<file path="config.mk">
export PLATFORM = sky130hd
export DESIGN_NAME = ctc_greedy_row_decoder
export DESIGN_NICKNAME = d
export VERILOG_FILES = /design/src/rtl/ctcg_pkg.sv /design/src/rtl/ctc_greedy_row_decoder.sv /design/src/rtl/ctcg_front.sv /design/src/rtl/ctcg_queue.sv /design/src/rtl/ctcg_back.sv
export SDC_FILE = /design/constraint.sdc
export NUM_CORES = 1
export LEC_CHECK = 0
export BUFFER_PORTS_ARGS = -buffer_cell sky130_fd_sc_hd__buf_4
export CAP_MARGIN = 20
export CORE_MARGIN = 5
export CORE_UTILIZATION = 35
export CTS_CLUSTER_DIAMETER = 200
export DETAILED_ROUTE_END_ITERATION = 8
export PLACE_DENSITY = 0.5
export SYNTH_ARGS = -nofsm -noshare
export SYNTH_HDL_FRONTEND = slang
export SYNTH_SLANG_ARGS = --single-unit
export TNS_END_PERCENT = 20
</file>
<file path="constraint.sdc">
create_clock -name clk -period 6.5 [get_ports clk]
set_clock_uncertainty 0.15 [all_clocks]
set_input_delay 0.325 -clock clk [delete_from_list [all_inputs] [get_ports clk]]
set_output_delay 0.325 -clock clk [all_outputs]
set_load 0.005 [all_outputs]
</file>
<file path="src/rtl/ctcg_pkg.sv">
`default_nettype none

package ctcg_pkg;

    // Field widths fixed by the interface
    localparam int PROB_W = 16;
    localparam int DICT_W = 13;
    localparam int SYM_W  = 13;
    localparam int RPT_W  = 3;

    // Configuration register map
    localparam int CFG_ADDR_W = 2;

    typedef enum logic [CFG_ADDR_W-1:0] {
        CFG_MIN_PROBABILITY = 2'd0,
        CFG_DICTIONARY_SIZE = 2'd1
    } cfg_index_t;

    localparam logic [PROB_W-1:0] MIN_PROB_RESET  = 16'd0;
    localparam logic [DICT_W-1:0] DICT_SIZE_RESET = 13'd6623;

    // Row queue between the argmax front and the collapse back
    localparam int QUEUE_DEPTH = 4;
    localparam int QPTR_W      = 2;
    localparam int QCNT_W      = 3;

endpackage

`default_nettype wire

</file>
<file path="src/rtl/ctc_greedy_row_decoder.sv">
// A row's symbol reaches the output through the row queue and then the output register.
// Throughput: one probability per cycle while the queue has room, one row result per
//   cycle at most; a row costs one compare per column in the front and one pop in the back.
// A 4-entry row queue decouples the two halves, so an output stall holds the input
//   only once four finished rows wait. Reset (rst_n low, asynchronous) clears the
//   row state, the collapse state, the queue and out_valid; registers return to defaults.
`default_nettype none

module ctc_greedy_row_decoder
    import ctcg_pkg::*;
#(
    parameter int MAX_CLASSES  = 8192,
    parameter int REPEAT_LIMIT = 5
) (
    input  wire logic                  clk,
    input  wire logic                  rst_n,

    // Configuration write channel
    input  wire logic                  cfg_valid,
    output      logic                  cfg_ready,
    input  wire logic [CFG_ADDR_W-1:0] cfg_index,
    input  wire logic [PROB_W-1:0]     cfg_data,

    // Column stream
    input  wire logic                  in_valid,
    output      logic                  in_stall,
    input  wire logic [PROB_W-1:0]     probability,
    input  wire logic                  row_end,
    input  wire logic                  frame_end,

    // Symbol stream
    output      logic                  out_valid,
    input  wire logic                  out_stall,
    output      logic [SYM_W-1:0]      symbol_index,
    output      logic                  is_space
);

    // Argmax index width: enough to name every class column
    localparam int IDX_W   = $clog2(MAX_CLASSES);
    localparam int ENTRY_W = IDX_W + PROB_W + 1;

    logic [PROB_W-1:0]  min_prob_reg, min_prob_next;
    logic [DICT_W-1:0]  dict_size_reg, dict_size_next;
    logic               cfg_write;

    logic               q_push;
    logic [ENTRY_W-1:0] q_push_data;
    logic               q_full;
    logic               q_pop;
    logic               q_not_empty;
    logic [ENTRY_W-1:0] q_pop_data;

    // ------------------------------------------------------------------
    // Configuration registers. The user must issue writes only while the
    // block is idle (the block does not enforce it), so collapse reads them directly.
    // ------------------------------------------------------------------
    assign cfg_ready = 1'b1;
    assign cfg_write = cfg_valid && cfg_ready;

    always_comb
    begin
        min_prob_next  = min_prob_reg;
        dict_size_next = dict_size_reg;
        if (cfg_write)
        begin
            case (cfg_index)
                CFG_MIN_PROBABILITY: min_prob_next  = cfg_data;
                CFG_DICTIONARY_SIZE: dict_size_next = cfg_data[DICT_W-1:0];
                default:             ;  // drop writes to unmapped indexes
            endcase
        end
    end

    always_ff @(posedge clk or negedge rst_n)
    begin
        if (!rst_n)
        begin
            min_prob_reg  <= MIN_PROB_RESET;
            dict_size_reg <= DICT_SIZE_RESET;
        end
        else
        begin
            min_prob_reg  <= min_prob_next;
            dict_size_reg <= dict_size_next;
        end
    end

    // ------------------------------------------------------------------
    // Front: running argmax over the columns of a row. On the last column
    // it pushes the row winner (index, probability, frame flag) into the
    // queue and clears the row state. It stalls only when the queue is full.
    // ------------------------------------------------------------------
    ctcg_front #(
        .MAX_CLASSES (MAX_CLASSES),
        .IDX_W       (IDX_W)
    ) u_front (
        .clk         (clk),
        .rst_n       (rst_n),
        .in_valid    (in_valid),
        .in_stall    (in_stall),
        .probability (probability),
        .row_end     (row_end),
        .frame_end   (frame_end),
        .q_full      (q_full),
        .q_push      (q_push),
        .q_entry     (q_push_data)
    );

    // ------------------------------------------------------------------
    // Row queue: lets the front keep streaming columns while the output
    // side stalls.
    // ------------------------------------------------------------------
    ctcg_queue #(
        .WIDTH (ENTRY_W)
    ) u_queue (
        .clk       (clk),
        .rst_n     (rst_n),
        .push      (q_push),
        .push_data (q_push_data),
        .full      (q_full),
        .pop       (q_pop),
        .not_empty (q_not_empty),
        .pop_data  (q_pop_data)
    );

    // ------------------------------------------------------------------
    // Back: CTC collapse of each row winner (repeat suppression with a
    // repeat limit, blank handling, threshold, dictionary range) into a
    // registered output. A row that emits nothing still retires from the
    // queue.
    // ------------------------------------------------------------------
    ctcg_back #(
        .IDX_W        (IDX_W),
        .REPEAT_LIMIT (REPEAT_LIMIT)
    ) u_back (
        .clk             (clk),
        .rst_n           (rst_n),
        .min_probability (min_prob_reg),
        .dictionary_size (dict_size_reg),
        .q_not_empty     (q_not_empty),
        .q_entry         (q_pop_data),
        .q_pop           (q_pop),
        .out_valid       (out_valid),
        .out_stall       (out_stall),
        .symbol_index    (symbol_index),
        .is_space        (is_space)
    );

endmodule

`default_nettype wire

</file>
<file path="src/rtl/ctcg_front.sv">
`default_nettype none

module ctcg_front
    import ctcg_pkg::*;
#(
    parameter int MAX_CLASSES = 8192,
    parameter int IDX_W       = 13
) (
    input  wire logic                clk,
    input  wire logic                rst_n,
    input  wire logic                in_valid,
    output      logic                in_stall,
    input  wire logic [PROB_W-1:0]   probability,
    input  wire logic                row_end,
    input  wire logic                frame_end,
    input  wire logic                q_full,
    output      logic                q_push,
    output      logic [IDX_W+PROB_W:0] q_entry
);

    localparam int CNT_W = $clog2(MAX_CLASSES + 1);

    logic [CNT_W-1:0]  col_cnt_reg, col_cnt_next;
    logic [IDX_W-1:0]  best_idx_reg, best_idx_next;
    logic [PROB_W-1:0] best_prob_reg, best_prob_next;
    logic              accept;
    logic              in_range;
    logic              win;
    logic [IDX_W-1:0]  row_idx;
    logic [PROB_W-1:0] row_prob;

    assign in_stall = q_full;
    assign accept   = in_valid && !in_stall;
    assign in_range = col_cnt_reg < CNT_W'(MAX_CLASSES);
    assign win      = in_range && (probability > best_prob_reg);

    // Winner of the row including the current column
    assign row_idx  = win ? col_cnt_reg[IDX_W-1:0] : best_idx_reg;
    assign row_prob = win ? probability : best_prob_reg;

    assign q_push  = accept && row_end;
    assign q_entry = {frame_end, row_prob, row_idx};

    always_comb
    begin
        col_cnt_next   = col_cnt_reg;
        best_idx_next  = best_idx_reg;
        best_prob_next = best_prob_reg;
        if (accept)
        begin
            if (row_end)
            begin
                col_cnt_next   = '0;
                best_idx_next  = '0;
                best_prob_next = '0;
            end
            else
            begin
                best_idx_next  = row_idx;
                best_prob_next = row_prob;
                if (in_range)
                begin
                    col_cnt_next = col_cnt_reg + 1'b1;
                end
            end
        end
    end

    always_ff @(posedge clk or negedge rst_n)
    begin
        if (!rst_n)
        begin
            col_cnt_reg   <= '0;
            best_idx_reg  <= '0;
            best_prob_reg <= '0;
        end
        else
        begin
            col_cnt_reg   <= col_cnt_next;
            best_idx_reg  <= best_idx_next;
            best_prob_reg <= best_prob_next;
        end
    end

endmodule

`default_nettype wire

</file>
<file path="src/rtl/ctcg_queue.sv">
`default_nettype none

module ctcg_queue
    import ctcg_pkg::*;
#(
    parameter int WIDTH = 30
) (
    input  wire logic             clk,
    input  wire logic             rst_n,
    input  wire logic             push,
    input  wire logic [WIDTH-1:0] push_data,
    output      logic             full,
    input  wire logic             pop,
    output      logic             not_empty,
    output      logic [WIDTH-1:0] pop_data
);

    logic [WIDTH-1:0]  slot_reg [QUEUE_DEPTH];
    logic [QPTR_W-1:0] wr_ptr_reg, wr_ptr_next;
    logic [QPTR_W-1:0] rd_ptr_reg, rd_ptr_next;
    logic [QCNT_W-1:0] count_reg, count_next;

    assign full      = count_reg == QCNT_W'(QUEUE_DEPTH);
    assign not_empty = count_reg != '0;
    assign pop_data  = slot_reg[rd_ptr_reg];

    always_comb
    begin
        wr_ptr_next = wr_ptr_reg + QPTR_W'(push);
        rd_ptr_next = rd_ptr_reg + QPTR_W'(pop);
        count_next  = count_reg + QCNT_W'(push) - QCNT_W'(pop);
    end

    always_ff @(posedge clk or negedge rst_n)
    begin
        if (!rst_n)
        begin
            wr_ptr_reg <= '0;
            rd_ptr_reg <= '0;
            count_reg  <= '0;
        end
        else
        begin
            wr_ptr_reg <= wr_ptr_next;
            rd_ptr_reg <= rd_ptr_next;
            count_reg  <= count_next;
        end
    end

    // Hold slots until overwritten
    always_ff @(posedge clk)
    begin
        if (push)
        begin
            slot_reg[wr_ptr_reg] <= push_data;
        end
    end

endmodule

`default_nettype wire

</file>
<file path="src/rtl/ctcg_back.sv">
`default_nettype none

module ctcg_back
    import ctcg_pkg::*;
#(
    parameter int IDX_W        = 13,
    parameter int REPEAT_LIMIT = 5
) (
    input  wire logic                  clk,
    input  wire logic                  rst_n,
    input  wire logic [PROB_W-1:0]     min_probability,
    input  wire logic [DICT_W-1:0]     dictionary_size,
    input  wire logic                  q_not_empty,
    input  wire logic [IDX_W+PROB_W:0] q_entry,
    output      logic                  q_pop,
    output      logic                  out_valid,
    input  wire logic                  out_stall,
    output      logic [SYM_W-1:0]      symbol_index,
    output      logic                  is_space
);

    localparam int CMP_W = (IDX_W > DICT_W) ? IDX_W : DICT_W;

    logic [IDX_W-1:0]  idx;
    logic [PROB_W-1:0] prob;
    logic              row_frame_end;
    logic [IDX_W-1:0]  prev_idx_reg, prev_idx_next;
    logic [RPT_W-1:0]  rpt_cnt_reg, rpt_cnt_next;
    logic              out_valid_reg, out_valid_next;
    logic [SYM_W-1:0]  sym_reg;
    logic              space_reg;
    logic [RPT_W-1:0]  rpt_inc;
    logic              emit;
    logic [CMP_W-1:0]  idx_m1;
    logic              space;

    assign idx           = q_entry[IDX_W-1:0];
    assign prob          = q_entry[IDX_W+PROB_W-1:IDX_W];
    assign row_frame_end = q_entry[IDX_W+PROB_W];

    // Advance when the output register is free or being emptied
    assign q_pop = q_not_empty && (!out_valid_reg || !out_stall);

    assign rpt_inc = rpt_cnt_reg + 1'b1;
    assign idx_m1  = CMP_W'(idx) - 1'b1;
    assign space   = idx_m1 >= CMP_W'(dictionary_size);

    always_comb
    begin
        prev_idx_next = prev_idx_reg;
        rpt_cnt_next  = rpt_cnt_reg;
        emit          = 1'b0;
        if (q_pop)
        begin
            if ((idx == prev_idx_reg) && (rpt_inc < RPT_W'(REPEAT_LIMIT)))
            begin
                rpt_cnt_next = rpt_inc;
            end
            else
            begin
                rpt_cnt_next = '0;
                if (idx == '0)
                begin
                    prev_idx_next = '0;
                end
                else if (prob >= min_probability)
                begin
                    prev_idx_next = idx;
                    emit          = 1'b1;
                end
            end
            if (row_frame_end)
            begin
                prev_idx_next = '0;
                rpt_cnt_next  = '0;
            end
        end
    end

    always_comb
    begin
        out_valid_next = out_valid_reg;
        if (q_pop)
        begin
            out_valid_next = emit;
        end
        else if (out_valid_reg && !out_stall)
        begin
            out_valid_next = 1'b0;
        end
    end

    always_ff @(posedge clk or negedge rst_n)
    begin
        if (!rst_n)
        begin
            prev_idx_reg  <= '0;
            rpt_cnt_reg   <= '0;
            out_valid_reg <= 1'b0;
        end
        else
        begin
            prev_idx_reg  <= prev_idx_next;
            rpt_cnt_reg   <= rpt_cnt_next;
            out_valid_reg <= out_valid_next;
        end
    end

    always_ff @(posedge clk)
    begin
        if (emit)
        begin
            sym_reg   <= space ? '0 : idx_m1[SYM_W-1:0];
            space_reg <= space;
        end
    end

    assign out_valid    = out_valid_reg;
    assign symbol_index = sym_reg;
    assign is_space     = space_reg;

endmodule

`default_nettype wire
</file>
==> impl_results.md, run 1 <==
* Status: finished, final reports clean
* Reported leakage power at around 5.2 nW
* Req. time, crit path at 6.73 ns
* Detail Route Antenna Nets at 0
* Pin count of the biggest net entering global routing at 53
* Number of unique standard cell types used by synthesis at 53
* Headroom to the max-slew limit at 0.252
* VDD IR-drop max at 0.212 mV
* I/O pin cnt at 58
* Footprint of the multi-input gates at roughly 4000 um2
* Worst skew pair latency at ~0.53 ns
* Flip-flop and latch count after synthesis at 230
* Gr usage total at 0.134
* Cell chosen for the clock root: sky130_fd_sc_hd__clkbuf_16
* Post-layout min period at 4.29 ns
* Commonest non-fill, non-tap cell in the layout: sky130_fd_sc_hd__edfxtp_1
* Final hold violation count at 0
* Type of destination of the critical path: register
* Final HPWL DP at between 15,000 and 20,000 um
* Largest register FFs at between 100 and 150
* Pwr Density at roughly 440 nW/um2
* Biggest area consumer among synthesized cells: sky130_fd_sc_hd__edfxtp_1
* Clock tree from TritonCTS: yes
* Crit path launch: u_queue.rd_ptr_reg[0]$_DFF_PN0_
* Post-cts resize count at 0
* DRT Pass-1 Iters at 4
* Internal power contribution at around 3.8 mW
* Final period utilization at 0.661
* Critical path destination: u_back.symbol_index[11]$_SDFFCE_PP0P_
* Portion of total power attributed to combinational logic at 0.364
* Die boundary height at around 190 um
* Number of buffers created by CTS at 27
* Cells along the critical path: buf_4 > mux2i_1 > mux2i_1 > nor2_1 > inv_1 > nor2_1 > a31oi_1 > or2_2 > ha_1 > a21o_1 > a21oi_1 > nor2b_1 > o21ai_0 > o311ai_0 > a21o_1 > nor2b_1
* Final core utilization at 0.422
* Overall die width at roughly 190 um
* Avg Cell Area, Syn at ~14 um2
* Count of buffering cells on the critical path with inverters included at 2
* Total Routed Length at ~23,000 um
* Average wire length per cell after detail routing at between 15 and 20 um
* Number of synthesized flops with an enable pin at roughly 130
* Area of the placeable core at 30,500 um2
* Effective utilization at floorplan at 0.353
* HP Class: in -> reg
* Largest cells by area after synthesis: sky130_fd_sc_hd__edfxtp_1 37%, sky130_fd_sc_hd__dfrtp_1 20%, sky130_fd_sc_hd__ha_1 6.2%, sky130_fd_sc_hd__mux2_2 5.3%, sky130_fd_sc_hd__mux4_2 4.6%
* Max Buffers Root-to-Sink at 3
* Vias per cell at ~4.9
* Worst Path Max Fanout at 22
* Number of pins exceeding their max-slew limit in the final report at 0
* Sum of negative setup slack at 0 ns
* Final GP Congestion at between 0.8 and 0.9
* CP Class: reg -> reg
* Cell count along the critical path at 16
* Worst r2r path cells at 16
* Post-synthesis sequential area ratio at 0.598
* Die area at roughly 34,000 um2
* Timing-limited maximum frequency at 0.233 GHz
* Register area at between 6000 and 7000 um2
* Ys async rst share at 0.417
* Remaining Overflow, GRT at 0
* Destination of the worst register-to-register timing path: u_back.symbol_index[11]$_SDFFCE_PP0P_
* Synthesized netlist cell count at about 770
* Actual slew at the worst max-slew pin at 1.12 ns
* Routed via count at around 6,300
* Fill cell count at roughly 2,800
* Post-route DRC violation count at 0
* Max H-tree Level at 1
* Total Power at approximately 5.6 mW
* Number of I/O port buffers at between 50 and 60
* RSZ-0062 raised after global routing: no
* Ant diodes at 0
* Portion of total power attributed to the clock network at 0.257
* Total Nets Final at approximately 970
* Critical register-to-register path startpoint: u_queue.rd_ptr_reg[0]$_DFF_PN0_
* Register share of total power at 0.379
* Flop-to-flop setup slack at about 2.2 ns
* Syn nets at about 870
* Area growth syn-to-layout at 19.5%
* Global-route wire length before repair at ~36,000 um
* Rows at 64
* Sinks on the clock net at 230
* Post-CTS Setup Inserts at 0
* Critical path startpoint category: register
* Synthesized cell area at 10,800 um2
* Synth Flop Type: sky130_fd_sc_hd__edfxtp_1
* Share of total power consumed by net switching at 0.329
* Vias in the first global route at 6,358
* Count of maximum capacitance violations at 0
* Net switching power at roughly 1.9 mW
* Cell type group with the largest total delay on the critical path: compound AO/OA/AOI/OAI gates
* Share of post-route cells with drive strength above 1 at 0.235
* Setup violation total in the final timing report at 0
* Synth warn at 0
* Hold Crit Start: in_valid
* Count of routing violations after the opening detailed-route iteration at 324
* Cell count of the worst hold path at 5
* Number of antenna violations at the first check in global routing at 0
* Critical path's largest stage delay at ~0.72 ns
* Max stage delay cell, worst path: sky130_fd_sc_hd__dfrtp_2
* Synth top area share at 0.374
* Clk slew on worst S/H paths at 0.06 ns
* Arrival time worst endpoint at between 4 and 5 ns
* Commonest non-fill, non-tap cells in the layout: 134 x sky130_fd_sc_hd__edfxtp_1, 85 x sky130_fd_sc_hd__dfrtp_1, 69 x sky130_fd_sc_hd__buf_4
## timing repair
action | CTS | global route
hold buffers | 36 | 0
hold endpoints to repair | 99 | 0
endpoints found under the setup margin | 0 | 0
## power by group through the flow
stage	Sequential [mW]	Combinational, mW	Clock [mW]
2_1_floorplan	2.10	1.53	0
3_3_place_gp	2.16	2.06	0
3_5_place_dp	2.17	2.07	0
4_1_cts	2.14	2.10	1.50
5_1_grt	2.18	2.29	1.56
6_report	2.14	2.05	1.45
## cell usage after synthesis (all sizes together), types with 2 or more instances
cell type    n
a21oi       22
ha          53
xor2        11
dfstp       10
xnor2       21
nand2b       4
edfxtp     134
nor3b        2
nor2b       19
nand3        5
or2          3
or3          6
inv         60
a31oi        2
o21a         3
o21ai       33
nor4         4
nor2        32
and3         4
mux2        57
nor3         6
buf         11
mux2i       22
mux4        24
dfrtp       86
o311ai       2
a32o        29
clkbuf      20
nand2       50
a21o        15
nand4       11
## routing by layer
layer,track usage,up-vias,part of all wire
li1,-,3060,-
met1,0.197,3055,0.50
met2,0.208,115,0.44
met3,0.0216,35,0.041
met4,0.0323,0,0.021
met5,0,-,0
## final cells by class
class / instances / share of cell area
Clock inverter: 16 / 0.0120
Inverter: 60 / 0.0175
Clock buffer: 32 / 0.0540
Multi-Input combinational cell: 452 / 0.309
Timing Repair Buffer: 105 / 0.0683
Sequential cell: 230 / 0.501
Tap cell: 396 / 0.0385
## tightest hold or removal path, stage by stage
cell and delay [ns]:
sky130_fd_sc_hd__buf_4 0.11, sky130_fd_sc_hd__nor2b_1 0.13, sky130_fd_sc_hd__nand2_1 0.05, sky130_fd_sc_hd__or3_1 0.09
sky130_fd_sc_hd__a21oi_1 0.06
## worst min path at each step
stage                     slack [ns]                                  end
after floorplan                -0.12        dict_size_reg[10]$_DFFE_PN0P_
after global placement          0.24   u_front.col_cnt_reg[0]$_DFFE_PN0P_
after detailed placement        0.23   u_front.col_cnt_reg[0]$_DFFE_PN0P_
after CTS                       0.10  u_front.col_cnt_reg[13]$_DFFE_PN0P_
after global routing            0.16  u_front.col_cnt_reg[13]$_DFFE_PN0P_
final                           0.13  u_front.col_cnt_reg[13]$_DFFE_PN0P_
## cell families (layout without fill, tap and decap cells)
| group | after synthesis | in the layout | share of synthesized area |
|---|---|---|---|
| other | 1 | 1 | 0.000348 |
| adders and majority gates | 54 | 54 | 0.0635 |
| muxes | 103 | 103 | 0.133 |
| AOI/OAI and AO/OA | 113 | 113 | 0.0746 |
| and+or+nand+nor | 149 | 149 | 0.0689 |
| xor gates and xnor gates | 32 | 32 | 0.0260 |
| DFF | 230 | 230 | 0.598 |
| buffers and inverters | 91 | 213 | 0.0351 |
## through the flow
stage | hold WS [ns] | instances | setup WS, ns | cell area, um2
5_1_grt | 0.162 | 1291 | 1.81 | 12900
2_1_floorplan | -0.121 | 773 | 1.29 | 10800
4_1_cts | 0.105 | 1291 | 2.11 | 12900
3_3_place_gp | 0.243 | 1207 | 2.15 | 11700
6_report | 0.129 | 1291 | 2.21 | 12900
3_5_place_dp | 0.234 | 1207 | 2.14 | 11700
No activity file was read; power rests on OpenSTA's default activity.
==> inputs of run 2 (changes only) <==
--- a/config.mk
+++ b/config.mk
@@ -11,7 +11,7 @@
 export CORE_UTILIZATION = 35
 export CTS_CLUSTER_DIAMETER = 200
 export DETAILED_ROUTE_END_ITERATION = 8
-export PLACE_DENSITY = 0.5
+export PLACE_DENSITY = 0.51
 export SYNTH_ARGS = -nofsm -noshare
 export SYNTH_HDL_FRONTEND = slang
 export SYNTH_SLANG_ARGS = --single-unit
==> constraint.sdc (replaced) <==
create_clock -name clk -period 3.7 [get_ports clk]
set_clock_uncertainty 0.15 [all_clocks]
set_input_delay 0.185 -clock clk [delete_from_list [all_inputs] [get_ports clk]]
set_output_delay 0.185 -clock clk [all_outputs]
set_load 0.005 [all_outputs]
==> run 2 against run 1 <==
  * Core utilization rose by 2.4 points
  * Sequential share of layout area fell by 2.7 points
  * Total power is 89% higher
  * Clock-buffer cell count increased by 5
  * Register-to-register slack worse by 2.1 ns
  * Final cell count grew 4.5%
  * Global-route usage up 0.24 points
  * Critical path depth decreased by 3
  * Clock power rose by 75%
  * Sequential power is 73% higher
  * Largest cell class unchanged
==> impl_results.md, run 2 (synthesized netlist as in run 1, its figures left out) <==
* Headroom to the max-slew limit at 0.363
* Global-route wire length before repair at 37,100 um
* DRT Pass-1 Iters at 4
* Timing-limited maximum frequency at between 0.2 and 0.3 GHz
* Pwr Density at just under 800 nW/um2
* Setup violation total in the final timing report at 0
* Post-layout min period at approximately 3.6 ns
* Max H-tree Level at 1
* Highest metal used: met4
* Worst slack after detailed placement at -0.0000806 ns
* HP Class: in -> reg
* Gr usage total at 0.136
* Average wire length per cell after detail routing at ~17 um
* Count of routing violations after the opening detailed-route iteration at approximately 360
* Count of buffering cells on the critical path with inverters included at 4
* Count of maximum capacitance violations at 0
* Hold Crit Start: in_valid
* Vias in the first global route at 6,651
* Clk slew on worst S/H paths at 0.06 ns
* CP Class: reg -> reg
* Critical path startpoint category: register
* Pin count of the biggest net entering global routing at a little under 60
* Total Nets Final at between 1,000 and 1,500
* Final HPWL DP at approximately 16,000 um
* Number of buffers created by CTS at 26
* Area of the placeable core at between 30,000 and 40,000 um2
* Footprint of the multi-input gates at between 4000 and 5000 um2
* Cell chosen for the clock root: sky130_fd_sc_hd__clkbuf_16
* Ant diodes at 0
* Worst Path Max Fanout at 6
* Worst skew pair latency at about 0.53 ns
* Final GP Congestion at about 0.81
* Type of destination of the critical path: register
* Number of pins exceeding their max-slew limit in the final report at 0
* Sinks on the clock net at 230
* Overall die width at about 190 um
* Flop-to-flop setup slack at between 0.1 and 0.15 ns
* Die boundary height at approximately 190 um
* Area growth syn-to-layout at 26.4%
* Met1 layer wirelength in the final routing at about 11,000 um
* Length of routed met3 wiring at 714 um
* Register area at 6440 um2
* Remaining Overflow, GRT at 0
* Max stage delay cell, worst path: sky130_fd_sc_hd__mux4_2
* Cells along the critical path: buf_12 > buf_12 > buf_4 > mux4_2 > ha_4 > a31oi_4 > a21boi_0 > o31a_1 > o2111ai_2 > a21oi_4 > o311ai_4 > buf_6 > mux2_2
* Effective utilization at floorplan at 0.353
* Largest register FFs at 120
* Share of post-route cells with drive strength above 1 at 0.284
* Final hold violation count at 0
* Fill cell count at roughly 2,800
* Commonest non-fill, non-tap cells in the layout: 134 x sky130_fd_sc_hd__edfxtp_1, 99 x sky130_fd_sc_hd__buf_4, 85 x sky130_fd_sc_hd__dfrtp_1
* Arrival time worst endpoint at between 3 and 4 ns
* Worst r2r path cells at 13
* Post-route DRC violation count at 0
* Destination of the worst register-to-register timing path: u_back.prev_idx_reg[3]$_DFFE_PN0P_
* Max Buffers Root-to-Sink at 3
* Cell type group with the largest total delay on the critical path: compound AO/OA/AOI/OAI gates
* Post-route worst setup slack at between 0.1 and 0.15 ns
* Number of antenna violations at the first check in global routing at 0
* Critical register-to-register path startpoint: u_queue.rd_ptr_reg[0]$_DFF_PN0_
* Rows at 64
* Detail Route Antenna Nets at 0
* Number of I/O port buffers at 56
* VDD IR-drop max at 0.401 mV
* Cell count of the worst hold path at 5
* Status: finished, final reports clean
* Reported leakage power at 5.49 nW
* I/O pin cnt at 58
* Total Routed Length at 23,400 um
* Vias per cell at between 4 and 5
* Met2 Wirelength at about 11,000 um
* Die area at about 34,000 um2
* Actual slew at the worst max-slew pin at between 0.9 and 1 ns
* Hold EP: u_front.col_cnt_reg[13]$_DFFE_PN0P_
* Cell with the most instances on the worst path: sky130_fd_sc_hd__buf_12
* Req. time, crit path at around 4.0 ns
* Commonest non-fill, non-tap cell in the layout: sky130_fd_sc_hd__edfxtp_1
* Total Power at roughly 11 mW
* Final period utilization at 0.960
* Critical path's largest stage delay at between 0.5 and 0.6 ns
* Clock tree from TritonCTS: yes
* Routed via count at ~6,500
## run 2: what timing repair did
action,in CTS,in global routing
setup endpoints to repair,13,41
setup buffers,0,8
cloned,0,2
gates resized for setup,1,35
hold buffers,50,0
pin swaps,0,8
endpoints found under the hold margin,161,0
## run 2: final cells by class
cell class | count | area share
Sequential cell | 230 | 0.473
Multi-Input combinational cell | 453 | 0.304
Timing Repair Buffer | 162 | 0.108
Clock buffer | 37 | 0.0516
Tap cell | 396 | 0.0364
Inverter | 60 | 0.0166
Clock inverter | 11 | 0.0107
## run 2: metrics by stage
stage | instance area (um2) | util | hold WS [ns] | setup TNS [ns] | cells
CTS | 13400 | 0.438 | 0.0196 | 0 | 1339
floorplan | 10800 | - | -0.261 | 0 | 773
finish | 13600 | 0.446 | 0.0316 | 0 | 1349
global placement | 12000 | 0.393 | 0.0747 | 0 | 1241
detailed placement | 12000 | 0.393 | 0.0739 | -0.0000806 | 1241
global route | 13600 | 0.446 | 0.0537 | -0.0687 | 1349
## run 2: layer usage
layer | up-vias | GRT usage
met2 | 91 | 0.219
met5 | - | 0
met4 | 0 | 0.0388
li1 | 3176 | -
met1 | 3190 | 0.194
met3 | 36 | 0.0185
## run 2: how the worst max path moves through the flow
| stage | from | endpoint | slack (ns) | cells after the start |
|---|---|---|---|---|
| floorplan | u_queue.rd_ptr_reg[0]$_DFF_PN0_ | u_back.is_space$_DFFE_PP_ | 0.03 | 13 |
| global placement | u_queue.rd_ptr_reg[0]$_DFF_PN0_ | u_back.symbol_index[12]$_SDFFCE_PP0P_ | 0.03 | 12 |
| detailed placement | u_queue.rd_ptr_reg[0]$_DFF_PN0_ | u_back.symbol_index[8]$_SDFFCE_PP0P_ | -0.00008 | 13 |
| CTS | u_queue.rd_ptr_reg[0]$_DFF_PN0_ | u_back.prev_idx_reg[3]$_DFFE_PN0P_ | 0.007 | 12 |
| global route | u_queue.rd_ptr_reg[0]$_DFF_PN0_ | u_back.symbol_index[11]$_SDFFCE_PP0P_ | -0.01 | 14 |
| finish | u_queue.rd_ptr_reg[0]$_DFF_PN0_ | u_back.prev_idx_reg[3]$_DFFE_PN0P_ | 0.15 | 13 |
## run 2: worst reg2reg max path: cells and delay by family (launching register included)
kind | cells | cell delay, ns
compound gates | 6 | 1.15
flops | 1 | 0.44
buf+inv | 4 | 0.56
fa+ha+maj | 1 | 0.25
mux | 2 | 0.88
## run 2: report_power, final
group / internal, mW / total, mW / switching, mW / leakage [nW]
clock network: 1.53 / 2.54 / 1.01 / 0.414
logic: 2.23 / 4.42 / 2.18 / 2.60
registers: 3.44 / 3.70 / 0.264 / 2.47
==> inputs of run 3 (changes only) <==
--- a/config.mk
+++ b/config.mk
@@ -11,7 +11,7 @@
 export CORE_UTILIZATION = 35
 export CTS_CLUSTER_DIAMETER = 200
 export DETAILED_ROUTE_END_ITERATION = 8
-export PLACE_DENSITY = 0.51
+export PLACE_DENSITY = 0.5
 export SYNTH_ARGS = -nofsm -noshare
 export SYNTH_HDL_FRONTEND = slang
 export SYNTH_SLANG_ARGS = --single-unit
==> constraint.sdc (replaced) <==
create_clock -name clk -period 3.9 [get_ports clk]
set_clock_uncertainty 0.15 [all_clocks]
set_input_delay 0.195 -clock clk [delete_from_list [all_inputs] [get_ports clk]]
set_output_delay 0.195 -clock clk [all_outputs]
set_load 0.005 [all_outputs]
==> run 3 against run 2 <==
  * Clock power fell by 10%
  * Final area fell by 3.5%
  * First-iteration DRC count fell by 12%
  * Maximum frequency fell by 2.4%
  * Largest power group unchanged
  * Highest routed layer unchanged
==> impl_results.md, run 3 (synthesized netlist as in run 1, its figures left out) <==
* Gr usage total at 0.134
* HP Class: in -> reg
* Count of routing violations after the opening detailed-route iteration at ~310
* Pin count of the biggest net entering global routing at between 70 and 80
* Post-layout min period at approximately 3.6 ns
* Largest register FFs at 120
* Commonest non-fill, non-tap cells in the layout: 134 x sky130_fd_sc_hd__edfxtp_1, 85 x sky130_fd_sc_hd__dfrtp_1, 83 x sky130_fd_sc_hd__buf_4
* Routed via count at 6,364
* Final hold violation count at 0
* Placement Cell Area at about 12,000 um2
* Number of pins exceeding their max-slew limit in the final report at 0
* Cell with the most instances on the worst path: sky130_fd_sc_hd__nor2b_1
* Clock tree from TritonCTS: yes
* Register area at 6440 um2
* Number of antenna violations at the first check in global routing at 0
* Total Routed Length at about 23,000 um
* Detail Route Antenna Nets at 0
* Final core utilization at 0.430
* Final GP Congestion at 0.824
* Timing-limited maximum frequency at 0.275 GHz
* Final HPWL DP at ~16,000 um
* Type of destination of the critical path: register
* Count of maximum capacitance violations at 0
* Critical path startpoint category: register
* Clk slew on worst S/H paths at around 0.06 ns
* Final period utilization at 0.934
* Count of buffering cells on the critical path with inverters included at 2
* Die boundary height at roughly 190 um
* Post-route worst setup slack at 0.258 ns
* Max H-tree Level at 1
* Fill cell count at about 2,800
* Number of buffers created by CTS at 26
* Remaining Overflow, GRT at 0
* Req. time, crit path at ~4.1 ns
* DRT Pass-1 Iters at 4
* Worst Path Max Fanout at 7
* Critical path's largest stage delay at 0.56 ns
* Final Cell Area at 13,100 um2
* Global-route wire length before repair at between 30,000 and 40,000 um
* Pwr Density at approximately 730 nW/um2
* Area growth syn-to-layout at 22.0%
* Share of post-route cells with drive strength above 1 at 0.258
* Max Buffers Root-to-Sink at 3
* Setup violation total in the final timing report at 0
* Overall die width at between 150 and 200 um
* Headroom to the max-slew limit at 0.339
* Total Power at just under 10 mW
* Reported leakage power at about 5.3 nW
* Net switching power at approximately 3.2 mW
* Sinks on the clock net at 230
* CP Class: reg -> reg
* Ant diodes at 0
* Portion of total power attributed to combinational logic at 0.396
* I/O pin cnt at just under 60
* VDD IR-drop max at 0.334 mV
* Sum of negative setup slack at 0 ns
* Worst skew pair latency at roughly 0.52 ns
* Number of I/O port buffers at 56
* Actual slew at the worst max-slew pin at 0.991 ns
* Worst slack after detailed placement at roughly 0.14 ns
* RSZ-0062 raised after global routing: no
* Arrival time worst endpoint at about 3.9 ns
* Max stage delay cell, worst path: sky130_fd_sc_hd__mux4_2
* Area of the placeable core at ~31,000 um2
* Post-route DRC violation count at 0
* Status: finished, final reports clean
* Internal power contribution at roughly 6.4 mW
* Footprint of the multi-input gates at 4020 um2
* Cells along the critical path: buf_4 > mux4_2 > inv_1 > nand2_1 > nor2_2 > a31oi_1 > or2_2 > ha_1 > a21o_1 > a21oi_1 > nor2b_1 > o21ai_1 > o311ai_2 > a21o_2 > nor2b_1
* Cell chosen for the clock root: sky130_fd_sc_hd__clkbuf_16
* Average wire length per cell after detail routing at 17.8 um
* Commonest non-fill, non-tap cell in the layout: sky130_fd_sc_hd__edfxtp_1
* Share of total power consumed by net switching at 0.331
* Rows at 64
* Vias per cell at between 4 and 5
* Register share of total power at 0.366
* Die area at ~34,000 um2
* Cell type group with the largest total delay on the critical path: compound AO/OA/AOI/OAI gates
* Portion of total power attributed to the clock network at 0.237
* Effective utilization at floorplan at 0.353
* Vias in the first global route at 6,321
* Total Nets Final at around 1,000
## run 3: changes by cell type in the layout (fill, tap and decap cells not counted), moves of 2 or more
cell                            before  now
sky130_fd_sc_hd__buf_4              99   83
sky130_fd_sc_hd__buf_6               5    0
sky130_fd_sc_hd__bufinv_16           3    1
sky130_fd_sc_hd__clkbuf_1           10    8
sky130_fd_sc_hd__clkinv_2            4    7
sky130_fd_sc_hd__clkinvlp_4          0    2
sky130_fd_sc_hd__dlygate4sd3_1      50   36
sky130_fd_sc_hd__inv_1              58   60
sky130_fd_sc_hd__inv_2               2    0
sky130_fd_sc_hd__mux2i_1            19   22
sky130_fd_sc_hd__mux2i_4             3    0
sky130_fd_sc_hd__nor2_1             25   28
sky130_fd_sc_hd__nor2_4              2    0
## run 3: routing by layer
| layer | up-vias | part of all wire | routed length (um) | global-route usage |
|---|---|---|---|---|
| met5 | - | 0 | 0 | 0 |
| met4 | 0 | 0.015 | 356 | 0.0264 |
| met2 | 102 | 0.44 | 10300 | 0.205 |
| li1 | 3109 | - | - | - |
| met1 | 3128 | 0.51 | 11900 | 0.204 |
| met3 | 25 | 0.035 | 817 | 0.0202 |
## run 3: worst min-delay path, stage by stage
cell,delay (ns)
sky130_fd_sc_hd__buf_4,0.08
sky130_fd_sc_hd__nand2b_1,0.06
sky130_fd_sc_hd__buf_4,0.19
sky130_fd_sc_hd__nand2_1,0.07
sky130_fd_sc_hd__o21ai_0,0.06
## run 3: cell type report
| type | instances | share of cell area |
|---|---|---|
| Clock buffer | 35 | 0.0538 |
| Tap cell | 396 | 0.0377 |
| Multi-Input combinational cell | 453 | 0.306 |
| Clock inverter | 13 | 0.00696 |
| Sequential cell | 230 | 0.491 |
| Inverter | 60 | 0.0172 |
| Timing Repair Buffer | 127 | 0.0875 |
## run 3: worst paths after layout
kind	startpoint	endpoint	slack (ns)	cells past startpoint
setup / recovery	u_queue.rd_ptr_reg[0]$_DFF_PN0_	u_back.symbol_index[4]$_SDFFCE_PP0P_	0.26	15
max in group asynchronous	rst_n	dict_size_reg[11]$_DFFE_PN1P_	2.50	3
hold / removal	in_valid	u_front.col_cnt_reg[1]$_DFFE_PN0P_	0.04	5
setup reg to reg	u_queue.rd_ptr_reg[0]$_DFF_PN0_	u_back.symbol_index[4]$_SDFFCE_PP0P_	0.26	15
min in group asynchronous	rst_n	u_front.col_cnt_reg[2]$_DFFE_PN0P_	0.21	2
hold reg to reg	u_front.best_idx_reg[5]$_DFFE_PN0P_	u_front.best_idx_reg[5]$_DFFE_PN0P_	0.34	1
## run 3: power groups by stage
stage                     registers [mW]  clock network (mW)  logic, mW
after CTS                           3.53                2.36       3.77
after floorplan                     3.49                   0       2.57
after global routing                3.57                2.45       4.22
after global placement              3.57                   0       3.70
final                               3.52                2.28       3.81
after detailed placement            3.57                   0       3.72
## run 3: timing repair
item	CTS	global route
setup buffers	0	3
endpoints found under the setup margin	0	17
hold buffers	36	0
gates resized for setup	0	7
endpoints found under the hold margin	180	0
## run 3: per-stage QoR
step,hold WS [ns],std cells
final,0.0396,1314
after global routing,0.0489,1314
after CTS,0.0186,1309
after detailed placement,0.257,1225
after global placement,0.249,1225
after floorplan,-0.251,773
